`config.mk`:
```
export PLATFORM = sky130hd
export DESIGN_NAME = lru_key_value_cache
export DESIGN_NICKNAME = d
export VERILOG_FILES = /design/src/rtl/lkv_pkg.sv /design/src/rtl/lkv_ram.sv /design/src/rtl/lkv_recency.sv /design/src/rtl/lru_key_value_cache.sv
export VERILOG_INCLUDE_DIRS = /design/src /design/src/rtl
export SDC_FILE = /design/constraint.sdc
export NUM_CORES = 2
export LEC_CHECK = 0
export ABC_AREA = 1
export ABC_CLOCK_PERIOD_IN_PS = 5900
export BUFFER_PORTS_ARGS = -buffer_cell sky130_fd_sc_hd__buf_4
export CORE_ASPECT_RATIO = 1.75
export CORE_MARGIN = 4
export CORE_UTILIZATION = 50
export CTS_BUF_LIST = sky130_fd_sc_hd__clkbuf_4
export DETAILED_ROUTE_END_ITERATION = 10
export PLACE_DENSITY = 0.68
export REMOVE_ABC_BUFFERS = 1
export SLEW_MARGIN = 20
export SYNTH_ARGS = -nofsm -noshare
export SYNTH_HDL_FRONTEND = slang
export SYNTH_SLANG_ARGS = --single-unit
```
`constraint.sdc`:
```
create_clock -name clk -period 5.9 [get_ports clk]
set_input_delay 0.885 -clock clk [delete_from_list [all_inputs] [get_ports clk]]
set_output_delay 0.885 -clock clk [all_outputs]
set_load 0.02 [all_outputs]
```
`src/rtl/lru_key_value_cache_macros.svh`:
```
// ----------------------------------------------------------------------------
// lru_key_value_cache assertion macros
// Shared concurrent assertion forms, clocked by clk, disabled in reset.
// ----------------------------------------------------------------------------
`ifndef LRU_KEY_VALUE_CACHE_MACROS_SVH
`define LRU_KEY_VALUE_CACHE_MACROS_SVH

// Consequent must hold in the same cycle as the antecedent.
`define LKV_ASSERT_NOW(label, ante, cons, msg) \
	label: assert property (@(posedge clk) disable iff (!arst_n) (ante) |-> (cons)) \
		else $error(msg);

// Consequent must hold in the cycle after the antecedent.
`define LKV_ASSERT_NEXT(label, ante, cons, msg) \
	label: assert property (@(posedge clk) disable iff (!arst_n) (ante) |=> (cons)) \
		else $error(msg);

`endif

```
`src/rtl/lkv_pkg.sv`:
```
// ----------------------------------------------------------------------------
// lkv_pkg
// Types, codes and default sizes shared by the LRU key/value cache.
// ----------------------------------------------------------------------------
package lkv_pkg;

	localparam int ENTRIES_DEF    = 16;
	localparam int KEY_BITS_DEF   = 32;
	localparam int VALUE_BITS_DEF = 32;

	// Operation codes
	localparam int MODE_W = 2;
	localparam logic [MODE_W-1:0] MODE_GET   = 2'd0;
	localparam logic [MODE_W-1:0] MODE_PUT   = 2'd1;
	localparam logic [MODE_W-1:0] MODE_CLEAR = 2'd2;
	localparam logic [MODE_W-1:0] MODE_NOP   = 2'd3;

	// Register file
	localparam int CFG_ADDR_W = 3;
	localparam int CFG_DATA_W = 32;
	localparam int CFG_REG_LSB = 2;
	localparam logic [CFG_ADDR_W-1-CFG_REG_LSB:0] REG_ENTRY_LIMIT = 1'b0;
	localparam int LIMIT_W = 5;
	localparam logic [LIMIT_W-1:0] LIMIT_RESET = 5'd16;

	typedef enum logic [2:0] {
		ST_IDLE,
		ST_SCAN,
		ST_DECIDE,
		ST_FETCH,
		ST_DONE
	} state_t;

	// Commands to the recency tracker
	typedef struct packed {
		logic clear;
		logic promote;
		logic insert;
		logic evict;
	} rcy_cmd_t;

endpackage

```
`src/rtl/lkv_ram.sv`:
```
// ----------------------------------------------------------------------------
// lkv_ram
// Generic simple dual-port RAM: one write port, one registered read port.
// ----------------------------------------------------------------------------
module lkv_ram #(
	parameter int WIDTH = 32,
	parameter int DEPTH = 16
) (
	input  logic                     clk,
	input  logic                     we,
	input  logic [$clog2(DEPTH)-1:0] waddr,
	input  logic [WIDTH-1:0]         wdata,
	input  logic [$clog2(DEPTH)-1:0] raddr,
	output logic [WIDTH-1:0]         rdata
);

	logic [WIDTH-1:0] mem_q [DEPTH];
	logic [WIDTH-1:0] rdata_q;

	always_ff @(posedge clk) begin
		if (we) begin
			mem_q[waddr] <= wdata;
		end
		rdata_q <= mem_q[raddr];
	end

	assign rdata = rdata_q;

endmodule

```
`src/rtl/lkv_recency.sv`:
```
// ----------------------------------------------------------------------------
// lkv_recency
// Valid bits, recency ranks and occupancy of the cache slots.
// ----------------------------------------------------------------------------
`include "lru_key_value_cache_macros.svh"

module lkv_recency #(
	parameter int ENTRIES = lkv_pkg::ENTRIES_DEF
) (
	input  logic                         clk,
	input  logic                         arst_n,
	input  lkv_pkg::rcy_cmd_t            cmd,
	input  logic [$clog2(ENTRIES)-1:0]   slot,
	input  logic [$clog2(ENTRIES)-1:0]   evict_slot,
	input  logic [$clog2(ENTRIES)-1:0]   probe_idx,
	output logic                         probe_valid,
	output logic                         probe_lru,
	output logic [$clog2(ENTRIES+1)-1:0] occ_count
);
	import lkv_pkg::*;

	localparam int IDX_W  = $clog2(ENTRIES);
	localparam int CNT_W  = $clog2(ENTRIES+1);
	localparam int RANK_W = IDX_W;

	logic [ENTRIES-1:0] valid_q;
	logic [RANK_W-1:0]  rank_q [ENTRIES];
	logic [CNT_W-1:0]   count_q;
	logic [RANK_W-1:0]  lim_rank;
	logic [RANK_W-1:0]  oldest_rank;

	assign lim_rank    = rank_q[slot];
	assign oldest_rank = RANK_W'(count_q - 1'b1);

	always_ff @(posedge clk or negedge arst_n) begin
		if (!arst_n) begin
			valid_q <= '0;
			count_q <= '0;
			for (int i = 0; i < ENTRIES; i++) begin
				rank_q[i] <= '0;
			end
		end else if (cmd.clear) begin
			valid_q <= '0;
			count_q <= '0;
			for (int i = 0; i < ENTRIES; i++) begin
				rank_q[i] <= '0;
			end
		end else if (cmd.promote) begin
			// age every entry newer than the promoted one
			for (int i = 0; i < ENTRIES; i++) begin
				if (valid_q[i] && IDX_W'(i) != slot && rank_q[i] < lim_rank) begin
					rank_q[i] <= rank_q[i] + 1'b1;
				end
			end
			rank_q[slot] <= '0;
		end else if (cmd.insert) begin
			// age every surviving entry, drop the victim, place the new one
			for (int i = 0; i < ENTRIES; i++) begin
				if (valid_q[i] && IDX_W'(i) != slot &&
						!(cmd.evict && IDX_W'(i) == evict_slot)) begin
					rank_q[i] <= rank_q[i] + 1'b1;
				end
			end
			if (cmd.evict) begin
				valid_q[evict_slot] <= 1'b0;
			end
			valid_q[slot] <= 1'b1;
			rank_q[slot]  <= '0;
			if (!cmd.evict) begin
				count_q <= count_q + 1'b1;
			end
		end
	end

	assign probe_valid = valid_q[probe_idx];
	assign probe_lru   = valid_q[probe_idx] && (rank_q[probe_idx] == oldest_rank);
	assign occ_count   = count_q;

	`LKV_ASSERT_NOW(a_count_matches_valid, 1'b1, $countones(valid_q) == int'(count_q), "occupancy differs from valid bits")
	`LKV_ASSERT_NOW(a_one_command, 1'b1, $onehot0({cmd.clear, cmd.promote, cmd.insert}), "conflicting recency commands")
	`LKV_ASSERT_NEXT(a_promoted_newest, cmd.promote && !cmd.clear, rank_q[$past(slot)] == '0, "promoted slot not newest")

endmodule

```
`src/rtl/lru_key_value_cache.sv`:
```
// ----------------------------------------------------------------------------
// lru_key_value_cache
// Fully associative key/value cache with least-recently-used replacement.
// ----------------------------------------------------------------------------
// Usage:
//   Input channel (in_valid / in_stall) carries one operation per transfer:
//   mode get, put or clear, with lookup_key and store_value. Output channel
//   (out_valid / out_stall) returns exactly one result transfer per input:
//   hit, read_value and the eviction report of a put.
//   A get or put walks every slot through one shared key comparator, one
//   slot per cycle, reading the key RAM; a get hit or an evicting put then
//   adds a fetch step. Clear and the unused mode skip the scan. The scan
//   over the key RAM is the longest step of an operation.
//   in_stall is low only while the sequencer is idle; a finished result
//   sits in the output register, so a new item is taken while it waits.
//   If the receiver stalls, the result holds and the next finished item
//   waits in its last step until the output register frees up.
//   Reset empties the cache and sets entry_limit to 16; slot data needs no
//   sweep as valid bits in flops qualify it. The user must write entry_limit
//   (address 0) over the APB port only while idle; the block has no check.
// ----------------------------------------------------------------------------
`include "lru_key_value_cache_macros.svh"

module lru_key_value_cache #(
	parameter int ENTRIES    = lkv_pkg::ENTRIES_DEF,
	parameter int KEY_BITS   = lkv_pkg::KEY_BITS_DEF,
	parameter int VALUE_BITS = lkv_pkg::VALUE_BITS_DEF
) (
	input  logic                            clk,
	input  logic                            arst_n,
	// configuration
	input  logic                            psel,
	input  logic                            penable,
	input  logic                            pwrite,
	input  logic [lkv_pkg::CFG_ADDR_W-1:0]  paddr,
	input  logic [lkv_pkg::CFG_DATA_W-1:0]  pwdata,
	output logic [lkv_pkg::CFG_DATA_W-1:0]  prdata,
	output logic                            pready,
	// operations
	input  logic                            in_valid,
	output logic                            in_stall,
	input  logic [lkv_pkg::MODE_W-1:0]      mode,
	input  logic [KEY_BITS-1:0]             lookup_key,
	input  logic [VALUE_BITS-1:0]           store_value,
	// results
	output logic                            out_valid,
	input  logic                            out_stall,
	output logic                            hit,
	output logic [VALUE_BITS-1:0]           read_value,
	output logic                            evicted_valid,
	output logic [KEY_BITS-1:0]             evicted_key,
	output logic [VALUE_BITS-1:0]           evicted_value
);
	import lkv_pkg::*;

	localparam int IDX_W = $clog2(ENTRIES);
	localparam int CNT_W = $clog2(ENTRIES+1);
	localparam int CMP_W = (CNT_W > LIMIT_W) ? CNT_W : LIMIT_W;

	// Sequencer and control state
	state_t             state_q, state_nxt;
	logic [CNT_W-1:0]   cnt_q;
	logic               pend_q;
	logic               hit_found_q, lru_found_q, free_found_q;
	logic               out_valid_q;
	logic [LIMIT_W-1:0] limit_q;

	// Captured operation and scan results
	logic [MODE_W-1:0]     mode_q;
	logic [KEY_BITS-1:0]   key_q;
	logic [VALUE_BITS-1:0] value_q;
	logic [IDX_W-1:0]      pidx_q;
	logic [IDX_W-1:0]      hit_slot_q, lru_slot_q, free_slot_q, target_q;

	// Staged result and output register
	logic                  res_hit_q, res_ev_valid_q;
	logic [VALUE_BITS-1:0] res_read_q, res_ev_value_q;
	logic [KEY_BITS-1:0]   res_ev_key_q;
	logic                  hit_q, ev_valid_q;
	logic [VALUE_BITS-1:0] read_q, ev_value_q;
	logic [KEY_BITS-1:0]   ev_key_q;

	// RAM and recency interface
	logic                  key_we, val_we;
	logic [IDX_W-1:0]      waddr, raddr;
	logic [KEY_BITS-1:0]   key_rdata;
	logic [VALUE_BITS-1:0] val_rdata;
	rcy_cmd_t              rcy_cmd;
	logic [IDX_W-1:0]      rcy_slot;
	logic                  probe_valid, probe_lru;
	logic [CNT_W-1:0]      occ_count;

	// Derived control
	logic             accept, out_free, load_out;
	logic             is_get, is_put, is_scan_op;
	logic             scan_issue, scan_last;
	logic             scan_match, scan_free, scan_lru;
	logic             at_limit;
	logic [IDX_W-1:0] evict_target;
	logic             cfg_write;
	logic [CMP_W-1:0] count_cw, limit_cw;

	assign accept     = in_valid && !in_stall;
	assign out_free   = !out_valid_q || !out_stall;
	assign load_out   = (state_q == ST_DONE) && out_free;
	assign is_get     = (mode_q == MODE_GET);
	assign is_put     = (mode_q == MODE_PUT);
	assign is_scan_op = (mode == MODE_GET) || (mode == MODE_PUT);

	// One slot per cycle: issue a key read, compare it the cycle after
	assign scan_issue = (cnt_q != CNT_W'(ENTRIES));
	assign scan_last  = pend_q && !scan_issue;
	assign scan_match = pend_q && probe_valid && (key_rdata == key_q);
	assign scan_free  = pend_q && !probe_valid;
	assign scan_lru   = pend_q && probe_lru;

	// Effective limit: zero acts as one, anything above ENTRIES as ENTRIES
	assign count_cw = CMP_W'(occ_count);
	assign limit_cw = CMP_W'(limit_q);
	always_comb begin
		if (limit_q == '0) begin
			at_limit = (occ_count != '0);
		end else if (limit_cw > CMP_W'(ENTRIES)) begin
			at_limit = (count_cw >= CMP_W'(ENTRIES));
		end else begin
			at_limit = (count_cw >= limit_cw);
		end
	end

	// Evicting put: new entry takes the lower of the free and victim slots
	assign evict_target = (free_found_q && (free_slot_q < lru_slot_q)) ? free_slot_q : lru_slot_q;

	// Configuration port
	assign pready    = 1'b1;
	assign cfg_write = psel && penable && pwrite && pready &&
		(paddr[CFG_ADDR_W-1:CFG_REG_LSB] == REG_ENTRY_LIMIT);
	assign prdata    = (paddr[CFG_ADDR_W-1:CFG_REG_LSB] == REG_ENTRY_LIMIT) ?
		CFG_DATA_W'(limit_q) : '0;

	// Next state
	always_comb begin
		state_nxt = state_q;
		case (state_q)
			ST_IDLE: begin
				if (accept) begin
					state_nxt = is_scan_op ? ST_SCAN : ST_DONE;
				end
			end
			ST_SCAN: begin
				if (scan_last) begin
					state_nxt = ST_DECIDE;
				end
			end
			ST_DECIDE: begin
				if ((is_get && hit_found_q) || (is_put && !hit_found_q && at_limit)) begin
					state_nxt = ST_FETCH;
				end else begin
					state_nxt = ST_DONE;
				end
			end
			ST_FETCH: begin
				state_nxt = ST_DONE;
			end
			ST_DONE: begin
				if (out_free) begin
					state_nxt = ST_IDLE;
				end
			end
			default: begin
				state_nxt = ST_IDLE;
			end
		endcase
	end

	// Sequencer outputs: RAM ports and recency commands
	always_comb begin
		in_stall = (state_q != ST_IDLE);
		key_we   = 1'b0;
		val_we   = 1'b0;
		waddr    = free_slot_q;
		raddr    = cnt_q[IDX_W-1:0];
		rcy_cmd  = '0;
		rcy_slot = hit_slot_q;
		case (state_q)
			ST_IDLE: begin
				rcy_cmd.clear = accept && (mode == MODE_CLEAR);
			end
			ST_SCAN: begin
				raddr = cnt_q[IDX_W-1:0];
			end
			ST_DECIDE: begin
				if (is_get) begin
					raddr = hit_slot_q;
				end else if (is_put && hit_found_q) begin
					// overwrite in place and make newest
					val_we          = 1'b1;
					waddr           = hit_slot_q;
					rcy_cmd.promote = 1'b1;
					rcy_slot        = hit_slot_q;
				end else if (is_put && at_limit) begin
					raddr = lru_slot_q;
				end else if (is_put) begin
					key_we         = 1'b1;
					val_we         = 1'b1;
					waddr          = free_slot_q;
					rcy_cmd.insert = 1'b1;
					rcy_slot       = free_slot_q;
				end
			end
			ST_FETCH: begin
				if (is_get) begin
					rcy_cmd.promote = 1'b1;
					rcy_slot        = hit_slot_q;
				end else begin
					key_we         = 1'b1;
					val_we         = 1'b1;
					waddr          = target_q;
					rcy_cmd.insert = 1'b1;
					rcy_cmd.evict  = 1'b1;
					rcy_slot       = target_q;
				end
			end
			default: begin
			end
		endcase
	end

	// Control registers
	always_ff @(posedge clk or negedge arst_n) begin
		if (!arst_n) begin
			state_q      <= ST_IDLE;
			cnt_q        <= '0;
			pend_q       <= 1'b0;
			hit_found_q  <= 1'b0;
			lru_found_q  <= 1'b0;
			free_found_q <= 1'b0;
			out_valid_q  <= 1'b0;
			limit_q      <= LIMIT_RESET;
		end else begin
			state_q <= state_nxt;
			if (cfg_write) begin
				limit_q <= pwdata[LIMIT_W-1:0];
			end
			if (accept) begin
				cnt_q        <= '0;
				pend_q       <= 1'b0;
				hit_found_q  <= 1'b0;
				lru_found_q  <= 1'b0;
				free_found_q <= 1'b0;
			end else if (state_q == ST_SCAN) begin
				pend_q <= scan_issue;
				if (scan_issue) begin
					cnt_q <= cnt_q + 1'b1;
				end
				if (scan_match) begin
					hit_found_q <= 1'b1;
				end
				if (scan_free) begin
					free_found_q <= 1'b1;
				end
				if (scan_lru) begin
					lru_found_q <= 1'b1;
				end
			end
			if (load_out) begin
				out_valid_q <= 1'b1;
			end else if (!out_stall) begin
				out_valid_q <= 1'b0;
			end
		end
	end

	// Payload registers
	always_ff @(posedge clk) begin
		if (accept) begin
			mode_q         <= mode;
			key_q          <= lookup_key;
			value_q        <= store_value;
			res_hit_q      <= 1'b0;
			res_read_q     <= '0;
			res_ev_valid_q <= 1'b0;
			res_ev_key_q   <= '0;
			res_ev_value_q <= '0;
		end
		if (state_q == ST_SCAN) begin
			pidx_q <= cnt_q[IDX_W-1:0];
			// keep the first match and the lowest free slot
			if (scan_match && !hit_found_q) begin
				hit_slot_q <= pidx_q;
			end
			if (scan_free && !free_found_q) begin
				free_slot_q <= pidx_q;
			end
			if (scan_lru) begin
				lru_slot_q <= pidx_q;
			end
		end
		if (state_q == ST_DECIDE) begin
			res_hit_q <= hit_found_q;
			target_q  <= evict_target;
		end
		if (state_q == ST_FETCH) begin
			if (is_get) begin
				res_read_q <= val_rdata;
			end else begin
				res_ev_valid_q <= 1'b1;
				res_ev_key_q   <= key_rdata;
				res_ev_value_q <= val_rdata;
			end
		end
		if (load_out) begin
			hit_q      <= res_hit_q;
			read_q     <= res_read_q;
			ev_valid_q <= res_ev_valid_q;
			ev_key_q   <= res_ev_key_q;
			ev_value_q <= res_ev_value_q;
		end
	end

	// Store data goes in with the key; a put hit only writes the value RAM
	lkv_ram #(
		.WIDTH(KEY_BITS),
		.DEPTH(ENTRIES)
	) u_key_ram (
		.clk  (clk),
		.we   (key_we),
		.waddr(waddr),
		.wdata(key_q),
		.raddr(raddr),
		.rdata(key_rdata)
	);

	lkv_ram #(
		.WIDTH(VALUE_BITS),
		.DEPTH(ENTRIES)
	) u_val_ram (
		.clk  (clk),
		.we   (val_we),
		.waddr(waddr),
		.wdata(value_q),
		.raddr(raddr),
		.rdata(val_rdata)
	);

	lkv_recency #(
		.ENTRIES(ENTRIES)
	) u_recency (
		.clk        (clk),
		.arst_n     (arst_n),
		.cmd        (rcy_cmd),
		.slot       (rcy_slot),
		.evict_slot (lru_slot_q),
		.probe_idx  (pidx_q),
		.probe_valid(probe_valid),
		.probe_lru  (probe_lru),
		.occ_count  (occ_count)
	);

	assign out_valid     = out_valid_q;
	assign hit           = hit_q;
	assign read_value    = read_q;
	assign evicted_valid = ev_valid_q;
	assign evicted_key   = ev_key_q;
	assign evicted_value = ev_value_q;

	`LKV_ASSERT_NOW(a_evict_not_hit, out_valid_q && ev_valid_q, !hit_q, "eviction reported on a hit")
	`LKV_ASSERT_NOW(a_free_slot_found, state_q == ST_DECIDE && is_put && !hit_found_q && !at_limit, free_found_q, "no free slot below limit")
	`LKV_ASSERT_NOW(a_victim_found, state_q == ST_DECIDE && is_put && !hit_found_q && at_limit, lru_found_q, "no victim at limit")
	`LKV_ASSERT_NEXT(a_result_loaded, load_out, out_valid_q, "finished result not presented")

endmodule

```
[Yosys cells after proc, flatten, opt, wreduce, memory -nomap -nowiden]
Memory sizes are Yosys's and may differ from the RTL's. A register that Yosys moved wholly into a read port is not among the register bits.
Index checks and enable logic that the tools add are counted.
Word-level totals
  register bits after elaboration: 384
  latch bits: 0
  bits in writable memories: 1024
  memory bits (read-only): 0
  output and inout bits: 133
  logic and storage cells: 495
  memories: 2
Memories
  u_key_ram.mem_q: words 16, bits a word 32, rd ports 1, clocked after memory_dff 1, write ports 1, line lkv_ram.sv:17  | logic [WIDTH-1:0] mem_q [DEPTH];
  u_val_ram.mem_q: words 16, bits a word 32, rd ports 1, clocked after memory_dff 1, write ports 1, line lkv_ram.sv:17
Cells by class
  add/sub/neg operators: 19
  multipliers: 0
  divide/modulo/power cells: 0
  order comparisons: 28
  equality and inequality tests: 46
  shift operators: 0
  mux-type cells: 211
  bitwise operators: 9
  reductions and logical operators: 137
Operators with widths (number)
  $mux 4: 130
  $mux 32: 9
  $mux 64: 3
  $and 64x64->64: 2
  $mux 16: 7
  $logic_and 1x1->1: 87
  $lt 4x4->1: 17
  $add 4x1->4 const B: 16
  $not 64->64: 1
  $mux 5: 8
  $mux 1: 35
  $bmux 4 s4: 2
  $eq 32x32->1: 1
  $eq 4x4->1 const A: 8
  $ne 4x4->1 const A: 8
  $logic_not 1->1: 23
  $and 16x16->16: 1
  $demux 4 s4: 1
  $eq 3x4->1 const A: 4
  $ne 3x4->1 const A: 4
  $not 16->16: 1
  $or 16x16->16: 1
  $pmux 4 s2: 2
  $ge 5x5->1 const B: 3
  40 further kinds: 76

[Logic depth before layout (Yosys ltp)]
  word-level depth: 20
  depth in mapped cells: 32
  depth with buffers taken out: 31

[By module]
Synthesis repeated with hierarchy kept, for this count alone.
Second synthesis, totals
  cell total of the unflattened synthesis: 6638
  area total of the unflattened synthesis: 65723.0 µm²
By module, submodules not included
  lkv_ram: instances 2, cells an instance 2120, area each 22730.6 µm², sequential area each 16015.4 µm²
  lru_key_value_cache: instances 1, cells an instance 1020, area each 11517.3 µm², sequential area each 7923.8 µm²
  lkv_recency: instances 1, cells an instance 1378, area each 8744.6 µm², sequential area each 2127.0 µm²

[Worst setup path before layout]
Ideal clock, no wire load.
  path type: input to register
  start point: in out_stall
  end point: reg ev_key_q[0] (netlist: evicted_key[0]) (enable)
  data arrival time: 5637 ps
  slack: -324 ps
  stages: 1
  cell sequence: a21oi_1
On the way
  cells in the longest elaborated chain, start to end: 3
RTL lines
  start, declared: line lru_key_value_cache.sv:47  | input logic out_stall,
  $logic_not 1->1
  $logic_or 1x1->1: line lru_key_value_cache.sv:104  | assign out_free = !out_valid_q || !out_stall;
  $logic_and 1x1->1: line lru_key_value_cache.sv:105  | assign load_out = (state_q == ST_DONE) && out_free;
  end signal, assigned: line lru_key_value_cache.sv:315  | ev_key_q <= res_ev_key_q;
  end, declared: line lru_key_value_cache.sv:81  | logic [KEY_BITS-1:0] ev_key_q;
Every way passes these cells.
A chain may end at the register's enable or synchronous reset.

[Worst setup path after layout]
  start point: reg u_recency.count_q[0] (netlist: u_recency.occ_count[0])
  end point: reg u_recency.rank_q[47] (netlist name)
On the way
  cells in the longest elaborated chain, start to end: 20
  elaborated cells on any way between the ends: 42
RTL lines
  start, declared: line lkv_recency.sv:28  | logic [CNT_W-1:0] count_q;
  start signal, assigned: line lkv_recency.sv:70  | count_q <= count_q + 1'b1;
  $ge 5x5->1 (on tied branches): line lru_key_value_cache.sv:126, lru_key_value_cache.sv:124
  $mux 1: line lru_key_value_cache.sv:123  | end else if (limit_cw > CMP_W'(ENTRIES)) begin
  $mux 1 *: line lru_key_value_cache.sv:121  | if (limit_q == '0) begin
  $logic_and 1x1->1 *: line lru_key_value_cache.sv:200  | end else if (is_put && at_limit) begin
  $mux 4: line lru_key_value_cache.sv:200
  $mux 4: line lru_key_value_cache.sv:194  | end else if (is_put && hit_found_q) begin
  $mux 4: line lru_key_value_cache.sv:192  | if (is_get) begin
  $pmux 4 s2: line lru_key_value_cache.sv:184  | case (state_q)
  [... 4 more ...]
  $lt 4x4->1: line lkv_recency.sv:51  | if (valid_q[i] && IDX_W'(i) != slot && rank_q[i] < lim_rank) begin
  $logic_and 1x1->1: line lkv_recency.sv:51
  $mux 4: line lkv_recency.sv:51
  $mux 4: line lkv_recency.sv:48  | end else if (cmd.promote) begin
  $mux 4: line lkv_recency.sv:42  | end else if (cmd.clear) begin
  $and 64x64->64 (no source line)
  $mux 64: line lkv_recency.sv:48
  $mux 64: line lkv_recency.sv:42
  end signal, assigned by index: line lkv_recency.sv:52  | rank_q[i] <= rank_q[i] + 1'b1;
  end signal, assigned by index: line lkv_recency.sv:61  | rank_q[i] <= rank_q[i] + 1'b1;
  end, declared: line lkv_recency.sv:27  | logic [RANK_W-1:0] rank_q [ENTRIES];
Every way passes the cells marked *; elsewhere a longest branch is shown, timed or not. The select of a mux whose other input is x is not followed.

==> results.md <==
* Status: finished, final reports clean
* Post-CTS Resized at 0
* PortBufs at 183
* Post-Syn Area at 0.06251 mm²
* Dpl cells at 7,278
* CP Class: reg -> reg
* Tightest Pin Transition at 1167 ps
* Vias in the first global route at 42,390
* DP Worst Slack at 938.3 ps
* Pin count of the biggest net entering global routing at 233
* Synthesized area per cell at 11.01 µm²
* Top_reg_cell synth: edfxtp_1
* Fin crit share at 87.01%
* Critical Path AT at 6140 ps
* Met2 Usage GRT at 40.70%
* CTS tree: built
* Worst relative slew slack at 22.22%
* RSZ-0062 raised after global routing: false
* CTS Buf Count at 348
* Final hold vios at 0
* Min Tclk post-route at 5134 ps
* Placed cell area at 0.06541 mm²
* CP endpoint kind: flip-flop
* Number of flops mapped to enable cells by yosys at 1,209
* GRT overflow at 0
* Rows at 171
* Post-layout instance count excluding filler cells at 7,974
* Most frequent cells in the layout: edfxtp_1 (1,209), nand2_1 (932), nand3_1 (724)
* Die area at 0.1310 mm²
* Top-area cell type share of the netlist area at 58.07%
* Post-CTS Hold Buffers at 74
* # H-tree levels at 5
* Post-route cell area at 0.07061 mm²
* Area Overhead vs Synth at 12.95%
* Die width at 275.3 µm
* Final ANT Viol Nets at 0
* Initial antenna violation count at 3
* Crit start category: flip-flop
* Worst min path class: in -> reg
* DRT Wirelength at 157,000 µm
* Max clock buf depth at 4
* Async SR Flop Fraction at 6.929%
* Largest regs: u_key_ram.mem_q x512, u_val_ram.mem_q x512, u_recency.rank_q x64
* Count of cell types in the netlist at 46
* RePlAce Congestion at 0.9209
* PwrDens at 468.8 mW/mm²
* DPL Wire Length at 89,380 µm
* Die height at 475.8 µm
* CTS sink cnt at 1,472
* Met1 Resource Use GR at 29.36%
* Final setup margin at 766.2 ps
* Slew Viols, Final at 0
* Most common cell after layout, fill and taps aside: edfxtp_1
* Yosys top cell by area: edfxtp_1
* Fill cells at 10,370
* Syn Inst Count at 5,676
* Met3 usage at 4.883%
* Peak VDD IR at 0.5275 mV
* Post-CTS setup buffers at 0
* Clock root cell: clkbuf_4
* Clk Latency, worst-skew pair at 1270 ps
* Max Fanout on Critical Path at 16
* First-pass GRT wire length at 238,800 µm
* Synth top area cells: edfxtp_1 (58%), nand3_1 (5.8%), nand2_1 (5.6%)
* FMAX at 0.1948 GHz
* Worst path required time at 6900 ps
* Register area share after synthesis at 67.31%
* Share of cells above drive strength 1 at 14.22%
* Worst-path clk slew at 70 ps
* Number of synthesized register bits at 1,472
* 1st-iter DRT viols at 3,703
* Ys Warns at 0
* Drt via density at 5.499
* Gr usage total at 23.70%
* Post-layout nets at 6,244
* Total of max-cap violations at 0
* Leakage dissipation at 0.02772 µW
* Avg WL per Cell at 19.69 µm
* Clock Skews at 126.0 ps
* Most Crowded Layer GR: met2
* Initial Utilization at 50.38%
* Final setup viols at 0
* Min Hold Slack at 220.8 ps
* # DRC at 0
* Routed vias at 43,850
* Pre-antenna DRT Iters at 6
* I/O Pins at 241
* Final setup TNS at 0 ps
* Total core area at 0.1241 mm²
-- stage by stage --
stage	power, µW	utilization [%]
floorplan	21160	-
CTS	33240	56.88
global placement	24640	52.71
finish	33100	56.90
detailed placement	24930	52.71
global route	35250	56.90
-- Yosys cell counts (54+ instances only) --
cell	number
edfxtp_1	1209
nand2_1	932
inv_1	753
nand3_1	724
o21ai_0	458
a21oi_1	329
o211ai_1	287
clkbuf_1	203
dfxtp_1	161
nor2_1	103
dfrtp_1	101
ha_1	77
buf_2	54
-- worst max-delay path, cell delays in order (launching register included) --
cell and delay [ps]:
dfrtp_1 420, inv_1 180, ha_1 270, inv_1 50, nand2_1 40, nand2_1 50
nand2_1 50, nand2_1 60, nand3_1 60, nand2_1 190, nand2_2 140, a21oi_1 140
o21ai_1 90, nand3b_1 260, nor2_1 120, inv_1 450, o22ai_1 150, o21ai_0 300
nand4_1 170, buf_4 230, ha_1 320, a2111oi_2 670, nand2_1 190, nand2_1 100
nand3_1 70, nand3_1 100, nand2_1 60
-- path summary, 6_finish.rpt --
check,startpoint,endpoint,slack [ps],cells after the start
setup / recovery,u_recency.occ_count[0],u_recency.rank_q[47],770,26
min in group asynchronous,arst_n,u_recency.rank_q[54],300,2
hold / removal,pwrite,limit_cw[4],220,3
setup reg to reg,u_recency.occ_count[0],u_recency.rank_q[47],770,26
max in group asynchronous,arst_n,out_valid,4360,3
hold reg to reg,res_ev_value_q[23],evicted_value[23],390,0
-- metal layers --
| metal | vias to the layer above | share of wire [%] |
|---|---|---|
| met1 | 21120 | 40 |
| met5 | - | 0 |
| met3 | 388 | 6.6 |
| li1 | 20710 | - |
| met2 | 1626 | 50 |
| met4 | 0 | 3.5 |
-- cell type report --
type | count | area [µm²] | share of cell area [%]
sequential | 1472 | 42080 | 59.60
multi-input combinational | 3134 | 16280 | 23.06
clock buffer | 513 | 3851 | 5.454
inverter | 769 | 2908 | 4.118
timing repair buffer | 334 | 2830 | 4.008
tap | 1643 | 2056 | 2.911
clock inverter | 101 | 581.8 | 0.8240
antenna | 8 | 20.02 | 0.02835
-- logic make-up (layout without fill, tap and decap cells) --
| family | after synthesis | in the layout | share of synthesized area [%] |
|---|---|---|---|
| flip-flops | 1472 | 1472 | 67.31 |
| XOR/XNOR | 64 | 64 | 0.8966 |
| buffers and inverters | 1096 | 1717 | 6.887 |
| other | 2 | 36 | 0.01201 |
| AND/OR/NAND/NOR | 1820 | 1820 | 12.67 |
| AO/OA/AOI/OAI | 1138 | 1138 | 10.57 |
| multiplexers | 7 | 7 | 0.1121 |
| adder cells (fa/ha/maj) | 77 | 77 | 1.541 |
-- power breakdown --
| group | leakage, µW | internal [µW] | switching, µW |
|---|---|---|---|
| combinational | 0.0114 | 3370 | 7420 |
| sequential | 0.0136 | 12900 | 1200 |
| clock | 0.00265 | 4290 | 3930 |
(Power assumes the default switching activity.)
